===== src/rtl/bpa_pkg.sv =====
// Shared types and constants of the bitmap page allocator.
package bpa_pkg;

  // One map word covers this many pages
  localparam int WORD_W = 16;
  localparam int BIT_W  = 4;

  // Field widths of the item channels
  localparam int OP_W       = 2;
  localparam int FIRST_W    = 15;
  localparam int COUNT_W    = 9;
  localparam int STATUS_W   = 2;
  localparam int PAGE_OUT_W = 15;

  typedef logic [WORD_W-1:0] word_t;

  typedef enum logic [OP_W-1:0] {
    OP_ALLOC   = 2'd0,
    OP_FREE    = 2'd1,
    OP_RESERVE = 2'd2
  } opcode_t;

  typedef enum logic [STATUS_W-1:0] {
    ST_OK       = 2'd0,
    ST_NO_SPACE = 2'd1,
    ST_BAD      = 2'd2
  } status_t;

  typedef enum logic [2:0] {
    S_CLEAR,
    S_IDLE,
    S_SCAN,
    S_MARK,
    S_RESP
  } state_t;

  // Result of scanning one map word for a long enough free run
  typedef struct packed {
    logic             hit;
    logic [BIT_W-1:0] pos;
  } scan_hit_t;

endpackage


===== src/rtl/bpa_run_scan.sv =====
// Free-run search over one map word, continuing a run carried in from lower words.
module bpa_run_scan #(
  parameter int CNT_W = 9
) (
  input  bpa_pkg::word_t       free_bits,
  input  logic [CNT_W-1:0]     run_in,
  input  logic [CNT_W-1:0]     count,
  output bpa_pkg::scan_hit_t   res,
  output logic [CNT_W-1:0]     run_out
);
  import bpa_pkg::*;

  localparam int SUM_W = CNT_W + BIT_W + 1;

  logic [SUM_W-1:0]  run_at [WORD_W];
  logic [WORD_W-1:0] hit_at;

  // Run length ending at each bit: distance to the nearest used bit at or below,
  // or the carried run plus the bits so far when none is used
  always_comb begin
    logic             any_used;
    logic [BIT_W-1:0] last_used;
    any_used  = 1'b0;
    last_used = '0;
    for (int i = 0; i < WORD_W; i++) begin
      any_used  = 1'b0;
      last_used = '0;
      for (int j = 0; j < WORD_W; j++) begin
        if (j <= i && !free_bits[j]) begin
          any_used  = 1'b1;
          last_used = BIT_W'(j);
        end
      end
      if (any_used) begin
        run_at[i] = SUM_W'(i) - SUM_W'(last_used);
      end else begin
        run_at[i] = SUM_W'(run_in) + SUM_W'(i) + SUM_W'(1);
      end
      hit_at[i] = (run_at[i] >= SUM_W'(count));
    end
  end

  // Pick the lowest bit where the run is long enough
  always_comb begin
    res.hit = |hit_at;
    res.pos = '0;
    for (int i = WORD_W - 1; i >= 0; i--) begin
      if (hit_at[i]) begin
        res.pos = BIT_W'(i);
      end
    end
  end

  // Without a hit the run is shorter than count, so it fits
  assign run_out = CNT_W'(run_at[WORD_W-1]);

endmodule


===== config.mk =====
export PLATFORM = sky130hd
export DESIGN_NAME = bpa_run_scan
export DESIGN_NICKNAME = d
export VERILOG_FILES = /design/src/rtl/bpa_pkg.sv /design/src/rtl/bpa_run_scan.sv
export SDC_FILE = /design/constraint.sdc
export NUM_CORES = 1
export LEC_CHECK = 0
export BUFFER_PORTS_ARGS = -buffer_cell sky130_fd_sc_hd__buf_2
export CELL_PAD_IN_SITES_DETAIL_PLACEMENT = 1
export CELL_PAD_IN_SITES_GLOBAL_PLACEMENT = 1
export CORE_ASPECT_RATIO = 1.25
export CORE_MARGIN = 3
export CORE_UTILIZATION = 47
export DETAILED_ROUTE_END_ITERATION = 6
export GPL_ROUTABILITY_DRIVEN = 0
export PLACE_DENSITY = 0.8
export REMOVE_ABC_BUFFERS = 1
export SLEW_MARGIN = 30
export SYNTH_ARGS = -nofsm -noshare
export SYNTH_HDL_FRONTEND = slang
export SYNTH_SLANG_ARGS = --single-unit

===== constraint.sdc =====
create_clock -name vclk -period 6.7
set_input_delay 0.67 -clock vclk [all_inputs]
set_output_delay 0.67 -clock vclk [all_outputs]
set_load 0.1 [all_outputs]

==> flow_summary_export.csv <==
group,metric,value,unit
worst_setup_path,cp_max_fo,7,
drt,vias_per_cell,6.55,
layout,final_area,7320,um^2
floorplan,dieArea,16000,um^2
worst_setup_path,endpoint_kind,"primary output",
floorplan,start_util,48.7,%
drt,dr.pass1.iters,4,
grt,grt_usage,33.6,%
grt,antenna_found_initial,0,
sta,final-max-slew-violation-count,0,
power,power_frac_comb,100.0,%
drt,ant_nets,0,
layout,ff_latch_area,0,um^2
worst_setup_path,critical_path.top_delay_family,"compound AO/OA/AOI/OAI gates",
drt,wl_per_cell,23.0,um
worst_setup_path,slowest_stage,"a21boi_1",
layout,fillers,1883,
worst_setup_path,crit_required,6.03,ns
layout,drive_above_1_share,9.43,%
layout,final_common_cell,"ha_1",
drt,drt_iter0_drc,496,
layout,multiInputGateArea,6530,um^2
layout,seq_cells,0,
power,intPower,0.179,mW
sta,fin_crit,6.31,ns
drt,drc,0,
floorplan,die_w,114,um
power,power_density,72.0,nW/um^2
worst_setup_path,criticalPathCategory,"input port to primary output",
layout,area_delta_synth_final,7.36,%
logic_synthesis,avgSynthCellArea,7.02,um^2
drt,routed_wl,27200,um
layout,antenna_cells,0,
floorplan,io_pins,48,
floorplan,core,14000,um^2
run,drv_cap,0,
sta,timing.final.ws_setup,0.389,ns
sta,setup_viol,0,
cts,cts_setup_buffers,0,
place,portBuffers,48,
grt,grt_overflow,0,
power,power_switching_share,66.1,%
power,clkPwrFrac,0,%
worst_setup_path,worstPathArrival,5.64,ns
sta,fin_crit_sh,94.2,%
power,seqPwrFrac,0,%
grt,grt_start_max_net_pins,26,
cts,cts_resized,0,
cts,ctsHoldBuffers,0,
power,p_switching,0.349,mW
layout,nClkBuffers,0,
layout,layout.cells.most_common_list,"ha_1 (170), nor2_1 (115), nand2_1 (91), a21oi_1 (83), o21ai_0 (52)",
place,pre_cts_slack,0.523,ns
sta,grt_setup_unrepaired,"false",
floorplan,dieHeight,141,um
logic_synthesis,yosys_warnings,0,
sta,maxSlewHeadroom,38.8,%
logic_synthesis,ys_types,74,
worst_setup_path,cp.buffers_inverters,4,
floorplan,rows,48,
grt,grt_pass1_vias,7782,
worst_setup_path,cp-start-kind,"input port",
min_path,min_path_type,"input port to primary output",
sta,max_freq,0.158,GHz
logic_synthesis,synthCells,971,
place,post-dp-hpwl,21800,um
worst_setup_path,slowest_delay,0.41,ns
worst_setup_path,path_cells,"buf_2, nor2b_1, o21ai_1, a21boi_0, o21a_1, inv_1, a21boi_1, o21a_1, inv_1, a21boi_0, ha_1, xor2_1, a21oi_1, ha_1, a21o_1, a2111oi_0, a21oi_1, a311oi_1, nand2_1, nor3b_1, or3b_1, buf_2",
sta,worst_pin_slew,0.912,ns
power,p_leak,3.61,nW
layout,final_nets,1213,
grt,grt_pass1_wl,42600,um
drt,via_count,7743,
sta,hold_viol,0,
logic_synthesis,syn_area,6820,um^2
logic_synthesis,seq_area_frac_synth,0,%
power,irDropWorstVdd,0.0754,mV
outcome,outcome,"completed",
place,placed_cell_area,7320,um^2
synth_stat cells, drive strengths merged (8+ instances only):
cell type	instances	share of area (%)
ha	170	31
nor2	116	6.5
nand2	92	5.2
a21oi	84	6.2
o21ai	55	4.0
xnor2	49	6.3
xor2	45	5.9
nand3	37	2.7
a21o	33	3.6
inv	27	1.5
buf	22	1.6
clkbuf	21	1.2
nand2b	20	1.9
nor2b	17	1.6
nor3	15	1.1
a211oi	14	1.5
a31oi	12	1.1
and2	11	1.0
or3	11	1.0
o21a	9	0.99
nand4	8	0.83
cell type report:
| cell class | instances | area share (%) |
|---|---|---|
| multi-input cells | 900 | 89.1 |
| repair buffers | 79 | 6.46 |
| well taps | 175 | 2.99 |
| inverters | 28 | 1.44 |
final timing paths:
kind / from / endpoint / slack [ns] / cells after the start
hold / removal: free_bits[15] / run_out[0] / 1.87 / 3
setup / recovery: free_bits[2] / res[4] / 0.39 / 22
logic make-up (layout without fill, tap and decap cells):
group           count (synthesis)  after routing  share of synthesized area [%]
buf+inv                        71            107                           4.33
fa+ha+maj                     171            171                           31.3
xor+xnor                       94             94                           12.2
compound gates                273            273                           25.8
mux                            11             11                           1.69
simple gates                  351            351                           24.6
routing by layer:
metal	vias up	global-route usage [%]	part of all wire (%)
met1	3754	41.7	41
li1	3612	-	-
met4	0	18.4	6.6
met3	98	2.15	5.2
met2	279	57.6	47
met5	-	0	0
worst min-delay path: stages:
cell and delay (ns):
buf_2 0.12, and2_1 0.13, buf_2 0.28
through the flow:
stage / setup TNS [ns] / std cells / power, mW / hold WS, ns / util [%]
5_1_grt: 0 / 1182 / 0.577 / 1.89 / 52.3
2_1_floorplan: -3.57 / 928 / 0.343 / 1.77 / -
4_1_cts: 0 / 1182 / 0.522 / 1.87 / 52.3
3_3_place_gp: 0 / 1182 / 0.505 / 1.87 / 52.3
6_report: 0 / 1182 / 0.527 / 1.87 / 52.3
3_5_place_dp: 0 / 1182 / 0.519 / 1.87 / 52.3
power groups by stage:
stage	Clock, mW	Combinational (mW)	Sequential, mW
after floorplan	0	0.343	0
after global placement	0	0.505	0
after detailed placement	0	0.519	0
after CTS	0	0.522	0
after global routing	0	0.577	0
final	0	0.527	0
Power figures use the tool's default switching activity.
